### src/rtl/flh_pkg.sv
package flh_pkg;

  localparam int TAPS     = 61;
  localparam int SAMPLE_W = 24;
  localparam int COEF_W   = 16;

  localparam int PROD_W   = SAMPLE_W + COEF_W;
  localparam int ACC_W    = PROD_W + $clog2(TAPS);
  localparam int FRAC_W   = COEF_W - 1;
  localparam int CNT_W    = $clog2(TAPS);

  localparam int HALF_LEN  = 31;
  localparam int TABLE_LEN = 61;

  typedef logic signed [SAMPLE_W-1:0] sample_t;
  typedef logic signed [COEF_W-1:0]   coef_t;

  // q1.15 halves of the symmetric sets, centre tap last
  localparam int LP_HALF [HALF_LEN] = '{
    0, -17, -32, -38, -28, 0, 43, 86, 105, 79,
    0, -114, -220, -260, -189, 0, 258, 486, 565, 406,
    0, -553, -1054, -1252, -934, 0, 1475, 3239, 4921, 6129,
    6568
  };
  localparam int HP_HALF [HALF_LEN] = '{
    -19, -20, -22, -25, -29, -35, -41, -49, -58, -67,
    -78, -89, -101, -113, -126, -138, -151, -164, -176, -188,
    -200, -211, -221, -230, -238, -245, -251, -256, -260, -262,
    32525
  };

  // mac control from the sequencer
  typedef struct packed {
    logic clr;
    logic vld;
  } mac_ctrl_t;

  // rounded and clipped result from the mac
  typedef struct packed {
    logic    busy;
    sample_t data;
    logic    sat;
  } mac_res_t;

  function automatic coef_t coef_at(logic sel, int k);
    int idx;
    int c;
    int s;
    if (k < 0 || k >= TABLE_LEN) begin
      return '0;
    end
    idx = (k < HALF_LEN) ? k : (TABLE_LEN - 1 - k);
    c   = sel ? HP_HALF[idx] : LP_HALF[idx];
    if (COEF_W >= 16) begin
      c = c <<< ((COEF_W - 16) & 15);
    end else begin
      s = (16 - COEF_W) & 15;
      c = (c + ((1 << s) >>> 1)) >>> s;
    end
    return coef_t'(c);
  endfunction

endpackage

### src/rtl/flh_cell.sv
module flh_cell (
  input  logic            clk,
  input  logic            rst_n,
  input  logic            en,
  input  logic            clr,
  input  flh_pkg::sample_t d,
  output flh_pkg::sample_t q
);

  flh_pkg::sample_t q_r;

  always_ff @(posedge clk) begin
    if (!rst_n) begin
      q_r <= '0;
    end else if (clr) begin
      q_r <= '0;
    end else if (en) begin
      q_r <= d;
    end
  end

  assign q = q_r;

endmodule

### src/rtl/flh_mac.sv
module flh_mac (
  input  logic               clk,
  input  logic               rst_n,
  input  flh_pkg::mac_ctrl_t ctrl,
  input  flh_pkg::sample_t   samp,
  input  flh_pkg::coef_t     coef,
  output flh_pkg::mac_res_t  res
);

  localparam int ACC_W  = flh_pkg::ACC_W;
  localparam int PROD_W = flh_pkg::PROD_W;
  localparam int FRAC_W = flh_pkg::FRAC_W;
  localparam int SW     = flh_pkg::SAMPLE_W;
  localparam int QW     = ACC_W + 1 - FRAC_W;

  localparam logic [ACC_W:0]      RND = (ACC_W + 1)'(1) << (FRAC_W - 1);
  localparam logic signed [QW-1:0] HI = QW'((64'sd1 <<< (SW - 1)) - 64'sd1);
  localparam logic signed [QW-1:0] LO = QW'(-(64'sd1 <<< (SW - 1)));

  logic                     v1_r;
  logic                     v2_r;
  flh_pkg::coef_t           coef_r;
  flh_pkg::sample_t         samp_r;
  logic signed [PROD_W-1:0] prod_r;
  logic signed [ACC_W-1:0]  acc_r;

  logic        [ACC_W:0]    rnd_sum;
  logic signed [QW-1:0]     q;

  always_ff @(posedge clk) begin
    if (!rst_n) begin
      v1_r <= 1'b0;
      v2_r <= 1'b0;
    end else begin
      v1_r <= ctrl.vld;
      v2_r <= v1_r;
    end
  end

  always_ff @(posedge clk) begin
    coef_r <= coef;
    samp_r <= samp;
    prod_r <= coef_r * samp_r;
    if (ctrl.clr) begin
      acc_r <= '0;
    end else if (v2_r) begin
      acc_r <= acc_r + {{(ACC_W - PROD_W){prod_r[PROD_W-1]}}, prod_r};
    end
  end

  // round half up, then clip
  assign rnd_sum = {acc_r[ACC_W-1], acc_r} + RND;
  assign q       = rnd_sum[ACC_W:FRAC_W];

  always_comb begin
    res.busy = v1_r | v2_r;
    res.sat  = 1'b0;
    res.data = q[SW-1:0];
    if (q > HI) begin
      res.data = HI[SW-1:0];
      res.sat  = 1'b1;
    end else if (q < LO) begin
      res.data = LO[SW-1:0];
      res.sat  = 1'b1;
    end
  end

endmodule

### src/rtl/fir_lowpass_highpass_61tap.sv
// 61-tap fir filter for photoplethysmogram samples, one filtered item per input
// item. the delay line is a ring of cells; on accepting an item the new sample
// enters the ring and the ring then rotates once per cycle through all taps,
// the tail cell feeding a single shared multiply-accumulate unit. the result
// appears once the one mac has visited every tap, its operand, product and
// accumulate registers have drained and the output register has been loaded.
// in_ready is high only between items, so the next item can be accepted in the
// same cycle as the result appears at the earliest, and a new item is never
// taken before the last one's result is loaded. the result sits in an output
// register, so the next item is taken while it waits; a result that is still
// waiting when the next one is ready holds the block until it is taken.
// register 0 at byte address 0 (filter_select, bit 0): 0 low-pass dc set,
// 1 high-pass ac set. in_record_start zeroes the delay line before its sample
// is used.
module fir_lowpass_highpass_61tap (
  input  logic                         clk,
  input  logic                         rst_n,
  // input items
  input  logic                         in_valid,
  output logic                         in_ready,
  input  logic signed [flh_pkg::SAMPLE_W-1:0] in_sample_in,
  input  logic                         in_record_start,
  // result items
  output logic                         out_valid,
  input  logic                         out_ready,
  output logic signed [flh_pkg::SAMPLE_W-1:0] out_sample_out,
  output logic                         out_saturated,
  // configuration
  input  logic                         psel,
  input  logic                         penable,
  input  logic                         pwrite,
  input  logic [2:0]                   paddr,
  input  logic [31:0]                  pwdata,
  output logic [31:0]                  prdata,
  output logic                         pready
);

  localparam int TAPS  = flh_pkg::TAPS;
  localparam int CNT_W = flh_pkg::CNT_W;
  localparam logic [CNT_W-1:0] LAST = CNT_W'(TAPS - 1);

  typedef enum logic [1:0] {IDLE, RUN, FINISH} state_t;

  state_t                  state_r;
  logic [CNT_W-1:0]        cnt_r;
  logic                    sel_r;
  logic                    out_valid_r;
  flh_pkg::sample_t        out_data_r;
  logic                    out_sat_r;

  logic                    accept;
  logic                    out_load;
  logic                    ring_en;
  logic                    ring_clr;
  flh_pkg::sample_t        cell_q [TAPS];
  flh_pkg::sample_t        head_d;
  flh_pkg::coef_t          coef;
  flh_pkg::mac_ctrl_t      mac_ctrl;
  flh_pkg::mac_res_t       mac_res;

  assign accept   = in_valid & in_ready;
  assign in_ready = (state_r == IDLE);

  // pipeline drained and the output register free or being emptied
  assign out_load = (state_r == FINISH) && !mac_res.busy && (!out_valid_r || out_ready);

  // config port: always ready, register 0 is the coefficient set select
  assign pready = 1'b1;
  assign prdata = (paddr[2] == 1'b0) ? {31'b0, sel_r} : 32'b0;

  always_ff @(posedge clk) begin
    if (!rst_n) begin
      sel_r <= 1'b0;
    end else if (psel && penable && pwrite && (paddr[2] == 1'b0)) begin
      sel_r <= pwdata[0];
    end
  end

  // ring of cells: shift in on accept, rotate while running
  assign ring_en  = accept | (state_r == RUN);
  assign ring_clr = accept & in_record_start;
  assign head_d   = accept ? in_sample_in : cell_q[TAPS-1];

  for (genvar i = 0; i < TAPS; i++) begin : g_cell
    if (i == 0) begin : g_head
      flh_cell u_cell (
        .clk   (clk),
        .rst_n (rst_n),
        .en    (ring_en),
        .clr   (1'b0),
        .d     (head_d),
        .q     (cell_q[0])
      );
    end else begin : g_body
      flh_cell u_cell (
        .clk   (clk),
        .rst_n (rst_n),
        .en    (ring_en),
        .clr   (ring_clr),
        .d     (cell_q[i-1]),
        .q     (cell_q[i])
      );
    end
  end

  // tail holds the oldest sample first, so taps run from last to first
  assign coef = flh_pkg::coef_at(sel_r, (TAPS - 1) - int'(cnt_r));

  assign mac_ctrl.clr = accept;
  assign mac_ctrl.vld = (state_r == RUN);

  flh_mac u_mac (
    .clk   (clk),
    .rst_n (rst_n),
    .ctrl  (mac_ctrl),
    .samp  (cell_q[TAPS-1]),
    .coef  (coef),
    .res   (mac_res)
  );

  always_ff @(posedge clk) begin
    if (!rst_n) begin
      state_r     <= IDLE;
      cnt_r       <= '0;
      out_valid_r <= 1'b0;
    end else begin
      if (out_load) begin
        out_valid_r <= 1'b1;
      end else if (out_valid_r && out_ready) begin
        out_valid_r <= 1'b0;
      end
      unique case (state_r)
        IDLE: begin
          if (accept) begin
            cnt_r   <= '0;
            state_r <= RUN;
          end
        end
        RUN: begin
          if (cnt_r == LAST) begin
            state_r <= FINISH;
          end else begin
            cnt_r <= cnt_r + 1'b1;
          end
        end
        FINISH: begin
          // wait for the pipeline to drain and the output register to free
          if (out_load) begin
            out_data_r  <= mac_res.data;
            out_sat_r   <= mac_res.sat;
            state_r     <= IDLE;
          end
        end
        default: begin
          state_r <= IDLE;
        end
      endcase
    end
  end

  assign out_valid      = out_valid_r;
  assign out_sample_out = out_data_r;
  assign out_saturated  = out_sat_r;

endmodule
### config.mk
export PLATFORM = sky130hd
export DESIGN_NAME = fir_lowpass_highpass_61tap
export DESIGN_NICKNAME = d
export VERILOG_FILES = /design/src/rtl/flh_pkg.sv /design/src/rtl/flh_cell.sv /design/src/rtl/flh_mac.sv /design/src/rtl/fir_lowpass_highpass_61tap.sv
export SDC_FILE = /design/constraint.sdc
export NUM_CORES = 2
export LEC_CHECK = 0
export ABC_AREA = 1
export BUFFER_PORTS_ARGS = -buffer_cell sky130_fd_sc_hd__buf_2
export CORE_MARGIN = 2
export CORE_UTILIZATION = 35
export CTS_BUF_LIST = sky130_fd_sc_hd__clkbuf_2 sky130_fd_sc_hd__clkbuf_4 sky130_fd_sc_hd__clkbuf_8
export DETAILED_ROUTE_END_ITERATION = 8
export GPL_TIMING_DRIVEN = 0
export PLACE_DENSITY = 0.54
export SYNTH_ARGS = -nofsm -noshare
export SYNTH_HDL_FRONTEND = slang
export SYNTH_SLANG_ARGS = --single-unit
### constraint.sdc
create_clock -name clk -period 5.77 [get_ports clk]
set_clock_uncertainty 0.1 [all_clocks]
set_input_delay 0.2885 -clock clk [delete_from_list [all_inputs] [get_ports clk]]
set_output_delay 0.2885 -clock clk [all_outputs]
set_load 0.005 [all_outputs]
=== Word level (Yosys, flattened, before mapping) ===
Memories as Yosys holds them, arrays and structs flattened.
Cells that the tools add are included.

* Bits in registers: 1,627
* Latch bits: 0
* RAM bits: 0
* ROM bits: 2,048
* Input bits: 67
* Output and inout port bits: 60
* Memories: 2

* Add/sub/neg operators: 5
* Multiply operators: 1
* Divide/modulo/power cells: 0
* Order comparisons: 6
* Eq/ne operators: 7
* Shift-type cells: 0
* Muxes and demuxes: 21
* Bitwise logic cells: 7
* Reduce and logical (&&, ||, !) cells: 17

{| class="wikitable"
|+ Memories
! name !! depth !! width !! rd ports !! clocked after memory_dff !! write ports !! RTL line !! source
|-
| (name not given) || 32 || 32 || 1 || 0 || 0 || flh_pkg.sv:53 || <nowiki>c = sel ? HP_HALF[idx] : LP_HALF[idx];</nowiki>
|-
| (name not given) || 32 || 32 || 1 || 0 || 0 || flh_pkg.sv:53 ||
|}

{| class="wikitable"
|+ Operator list
! kind !! count
|-
| $mux W16 || 7
|-
| $add A46 B16 Y47 const B || 1
|-
| $add A46 B46 Y46 || 1
|-
| $mul A16 B24 Y40 || 1
|-
| $ge A32 B6 Y1 const B || 1
|-
| $gt A32 B24 Y1 const B || 1
|-
| $lt A32 B24 Y1 const B || 1
|-
| $mux W32 || 1
|-
| $not A32 Y32 || 1
|-
| $mux W25 || 1
|-
| $mux W24 || 1
|-
| $mux W6 || 2
|-
| $pmux W6 S2 || 1
|-
| $reduce_and A3 Y1 || 3
|-
| $sub A7 B7 Y8 const A || 1
|-
| $ge A7 B7 Y1 const B || 1
|-
| $lt A7 B1 Y1 const B || 1
|-
| $lt A7 B6 Y1 const B || 1
|-
| $sub A6 B6 Y7 const A || 1
|-
| $add A6 B1 Y6 const B || 1
|-
| $eq A6 B6 Y1 const B || 1
|-
| $logic_and A1 B1 Y1 || 6
|-
| $mux W2 || 3
|-
| $ne A2 B2 Y1 const B || 3
|-
| 13 further kinds || 22
|}

=== Longest topological paths before layout ===
* Word-level depth: 9
* Gate-level depth with buffers: 27

=== Cells and area by module ===
Synthesis repeated with hierarchy kept, for this count alone.

* Cell total of the unflattened synthesis: 10,227
* Area, all modules: 84,124.4 µm²

{| class="wikitable"
|+ Modules (own cells, without submodules)
! module !! instances !! cells each !! area each (µm²) !! sequential area each (µm²)
|-
| flh_cell || 61 || 106 || 952.2 || 480.5
|-
| flh_mac || 1 || 3,239 || 22,723.0 || 2,562.5
|-
| fir_lowpass_highpass_61tap || 1 || 522 || 3,319.4 || 950.9
|}

=== Worst setup path before layout ===
No wires, ideal clock.

* Kind: reg-to-reg
* Start: reg u_mac.samp_r[23]
* End: reg u_mac.prod_r[39]
* Setup time: 0.072 ns
* Data arrival time: 5.798 ns
* Path slack: -0.200 ns
* Stages on the path, launching flop included: 22
* Buffers on the path: 1
* Clock period less this slack: 5.970 ns
* Cell sequence: dfxtp_1 > clkbuf_1 > nand2_1 > fa_1 > inv_1 > fa_1 > fa_1 > fa_1 > fa_1 > inv_1 > fa_1 > inv_1 > ha_1 > nand2_1 > nor2_1 > nand2_1 > nor4_1 > nand3_1 > o2111ai_1 > nand2_1 > nand2_1 > xor2_1

* Longest elaborated chain between the ends: 1

{| class="wikitable"
|+ RTL lines
! element !! RTL line !! source
|-
| start, declared || flh_mac.sv:23 || <nowiki>flh_pkg::sample_t samp_r;</nowiki>
|-
| start signal, assigned || flh_mac.sv:42 || <nowiki>samp_r <= samp;</nowiki>
|-
| $mul A16 B24 Y40 || flh_mac.sv:43 || <nowiki>prod_r <= coef_r * samp_r;</nowiki>
|-
| end signal, assigned || flh_mac.sv:43 ||
|-
| end, declared || flh_mac.sv:24 || <nowiki>logic signed [PROD_W-1:0] prod_r;</nowiki>
|}

No other way between the ends.
A chain may end at the register's enable or synchronous reset.

=== Worst setup path after layout ===
Same ends and word-level chain as after synthesis.

==> results.yml <==
status:
  status: "finished, violations left"
  violations: "negative setup slack"
placed_design:
  hpwl_um: 182000
  gp_congestion: 0.925
  port-buffer-count: 60
  place_ws_ps: -1500
  postPlaceCellArea_um2: 80800
  dpl.cell_count: 12800
clocking:
  clk_latency_ps: 1060
  clock_tree.root_cell: "clkbuf_8"
  htree_levels: 5
  clock_sinks: 1626
  cts_made_buffers: 295
  clkSlewWorstSetupHoldPaths_ps: 70
  cts_tree: "done"
  clk_path_buf_depth: 4
min_path:
  hp-start: "paddr[2]"
  hold_depth: 3
  hp-class: "in2reg"
  holdPathEnd: "sel_r"
logic_synthesis:
  avgSynthCellArea_um2: 7.83
  synth_top_area_frac: 0.417
  synth_cell_type_count: 55
  ys_ff_latch: 1626
  syn-instance-count: 9813
  yosys_warnings: 0
  ys_seq_area_frac: 0.427
  yosysMostFrequentCell: "nand2_1"
  ys.flop_type: "dfxtp_1"
  async_reset_ff_frac: 0
  synth-edff-count: 25
  yosys-top-cells-count: "1,997 x nand2_1, 1,601 x dfxtp_1, 1,491 x a21oi_1"
  synth_area_leaders: "dfxtp_1 42%, nand2_1 9.8%, a21oi_1 9.7%, fa_1 9.6%, o21ai_0 8.7%"
  synth_top_area_cell: "dfxtp_1"
  synth_area_um2: 76800
routing:
  viasPerCell: 4.95
  vias: 66400
  drtIter0Drc: 4261
  drcViolationCount: 0
  drt-total-wl_um: 237000
  avgRoutedWirePerCell_um: 17.7
  ant_nets: 0
  first_pass_iters: 6
power_and_ir_drop:
  power_frac_seq: 0.393
  switching_power_mw: 9.67
  p_int_mw: 20.6
  clockPowerShare: 0.371
  power_mw: 30.3
  comb_power_share: 0.235
  p_leak_nw: 34.8
  powerDensity_nw_per_um2: 335
  swShare: 0.320
  ir_drop_mv: 0.332
sta:
  fin_ws_ps: -152
  worst_pin_slew_ps: 1270
  fmax_mhz: 169
  layout_min_cycle_time_ps: 5920
  rsz0062_at_grt: "true"
  relSlewSlack: 0.154
  final-hold-violation-count: 0
  fin_setup_tns_ps: -745
  hold_ws_ps: 31.4
  slew_violations: 0
  finalCritPeriodShare: 1.03
  setup_viol: 12
floorplanning:
  ios: 127
  start_util: 0.353
  die_x_um: 472
  placementRows: 171
  die_y_um: 472
  dieArea_um2: 223000
  core_um2: 218000
setup_path:
  reg2reg_slack_ps: -150
  required_ps: 6490
  cp-start-kind: "register"
  worstRegToRegCells: 20
  crit_path_end_kind: "register"
  path_max_fanout: 5
  timing.rr.start: "u_mac.samp_r[23]"
  path_class: "reg2reg"
  crit_arrival_ps: 6640
  r2r_end: "u_mac.prod_r[39]"
job:
  drv_cap: 0
finish:
  utilization: 0.415
  area_delta_synth_final_pct: 17.6
  drive_gt1_frac: 0.122
  multi_input_area_um2: 38700
  fill_cells: 22400
  seq_area_um2: 32900
  nNetsFinal: 10900
  design_area_um2: 90300
  fin_cells: 13400
grt:
  grt_pass1_vias: 67400
  grt_pass1_wl_um: 373000
  grt_antenna_before_repair: 4
  grt-ovfl-total: 0
  grt_util_all_layers: 0.209
  grt_max_degree: 26
cells by family (layout without fill, tap and decap cells):
family / after synthesis / count (layout) / share of synthesized area
and+or+nand+nor: 2827 / 2827 / 0.145
DFF: 1626 / 1626 / 0.427
other: 2 / 33 / 0.0000978
buffers and inverters: 1687 / 2388 / 0.0883
adders and majority gates: 525 / 525 / 0.122
AOI/OAI and AO/OA: 3051 / 3051 / 0.207
xor gates and xnor gates: 95 / 95 / 0.0108
registers in the layout, indices dropped and copies added, names as in the netlist:
register and cells:
out_valid 1, u_mac.coef_r 15, g_cell.g_body.u_cell.q 1440, sel_r 1
state_r 2, u_mac.samp_r 24, out_saturated 1, g_cell.g_head.u_cell.q 24
u_mac.v1_r 1, u_mac.v2_r 1, u_mac.acc_r 46, out_sample_out 24
u_mac.prod_r 40, cnt_r 6
placed cells by master (no fill, tap or decap), drive strengths merged, types with 3 or more instances in the layout:
master / Yosys / final
xnor2: 22 / 22
a21oi: 1492 / 1492
a21boi: 7 / 7
buf: 275 / 440
o21ai: 1339 / 1339
clkinvlp: 0 / 7
edfxtp: 25 / 25
dlygate4sd3: 0 / 52
a221oi: 25 / 25
inv: 939 / 944
dfxtp: 1601 / 1601
fa: 370 / 370
nand2: 2024 / 2024
clkinv: 2 / 26
conb: 2 / 32
o211ai: 8 / 8
a31oi: 10 / 10
nor4: 5 / 5
ha: 155 / 155
xor2: 73 / 73
bufinv: 0 / 4
o21bai: 16 / 16
a21o: 13 / 13
clkbuf: 471 / 915
o221ai: 8 / 8
nand4: 26 / 26
nand3: 122 / 122
o21a: 11 / 11
nand3b: 3 / 3
and2: 3 / 3
nor3: 33 / 33
a211oi: 119 / 119
nor2: 600 / 600
or2: 8 / 8
layout make-up:
class                   count  area share
clock inverters            40     0.00369
plain buffers             746      0.0438
flip-flops and latches   1626       0.365
repair buffers            207      0.0176
inverters                 941      0.0392
well taps                2854      0.0396
multi-input cells        6530       0.428
clock buffers             454      0.0631
diodes                      1   0.0000277
power groups by stage:
| stage | Combinational [mW] | Sequential, mW | Clock [mW] |
|---|---|---|---|
| global placement | 5.64 | 12.1 | 0 |
| global route | 7.86 | 11.9 | 12.0 |
| detailed placement | 5.67 | 12.1 | 0 |
| CTS | 6.59 | 11.9 | 11.4 |
| floorplan | 3.89 | 12.0 | 0 |
| finish | 7.12 | 11.9 | 11.2 |
metal layers:
| metal | part of all wire | track usage | wire (µm) | vias up |
|---|---|---|---|---|
| met5 | 0 | 0 | 0 | - |
| met4 | 0.031 | 0.0700 | 7410 | 0 |
| met3 | 0.043 | 0.0287 | 10200 | 419 |
| met2 | 0.49 | 0.369 | 116000 | 1396 |
| met1 | 0.43 | 0.259 | 103000 | 31600 |
| li1 | - | - | - | 33000 |
worst max-delay path: stages (launching register included):
cell and delay, ps:
dfxtp_4 460, clkbuf_16 210, nand2_8 60, fa_1 540, inv_2 60, fa_2 650, buf_6 150, fa_1 430
fa_1 530, fa_1 560, inv_2 40, fa_1 530, inv_2 60, ha_4 260, a21oi_2 160, o21ai_2 100
a21oi_2 240, o2111ai_4 190, nand2_2 110, nand2_4 60, xor2_4 170
worst max-delay path by stage:
| stage | slack [ps] | to | cells after the start | start |
|---|---|---|---|---|
| CTS | -240 | u_mac.prod_r[39] | 22 | u_mac.samp_r[23] |
| detailed placement | -1500 | u_mac.prod_r[39] | 21 | u_mac.samp_r[23] |
| global placement | -1530 | u_mac.prod_r[39] | 21 | u_mac.samp_r[23] |
| global route | -310 | u_mac.prod_r[39] | 22 | u_mac.samp_r[23] |
| floorplan | 10 | u_mac.prod_r[39] | 21 | u_mac.coef_r[5] |
| finish | -150 | u_mac.prod_r[39] | 20 | u_mac.samp_r[23] |
repair_timing:
item | 4_1_cts | 5_1_grt
endpoints found under the setup margin | 29 | 25
pin swaps | 88 | 103
endpoints found under the hold margin | 58 | 0
resized for setup | 420 | 185
hold buffers | 52 | 0
setup buffers | 44 | 49
cloned | 2 | 0
Note: power is estimated with default switching activity, not from simulation.
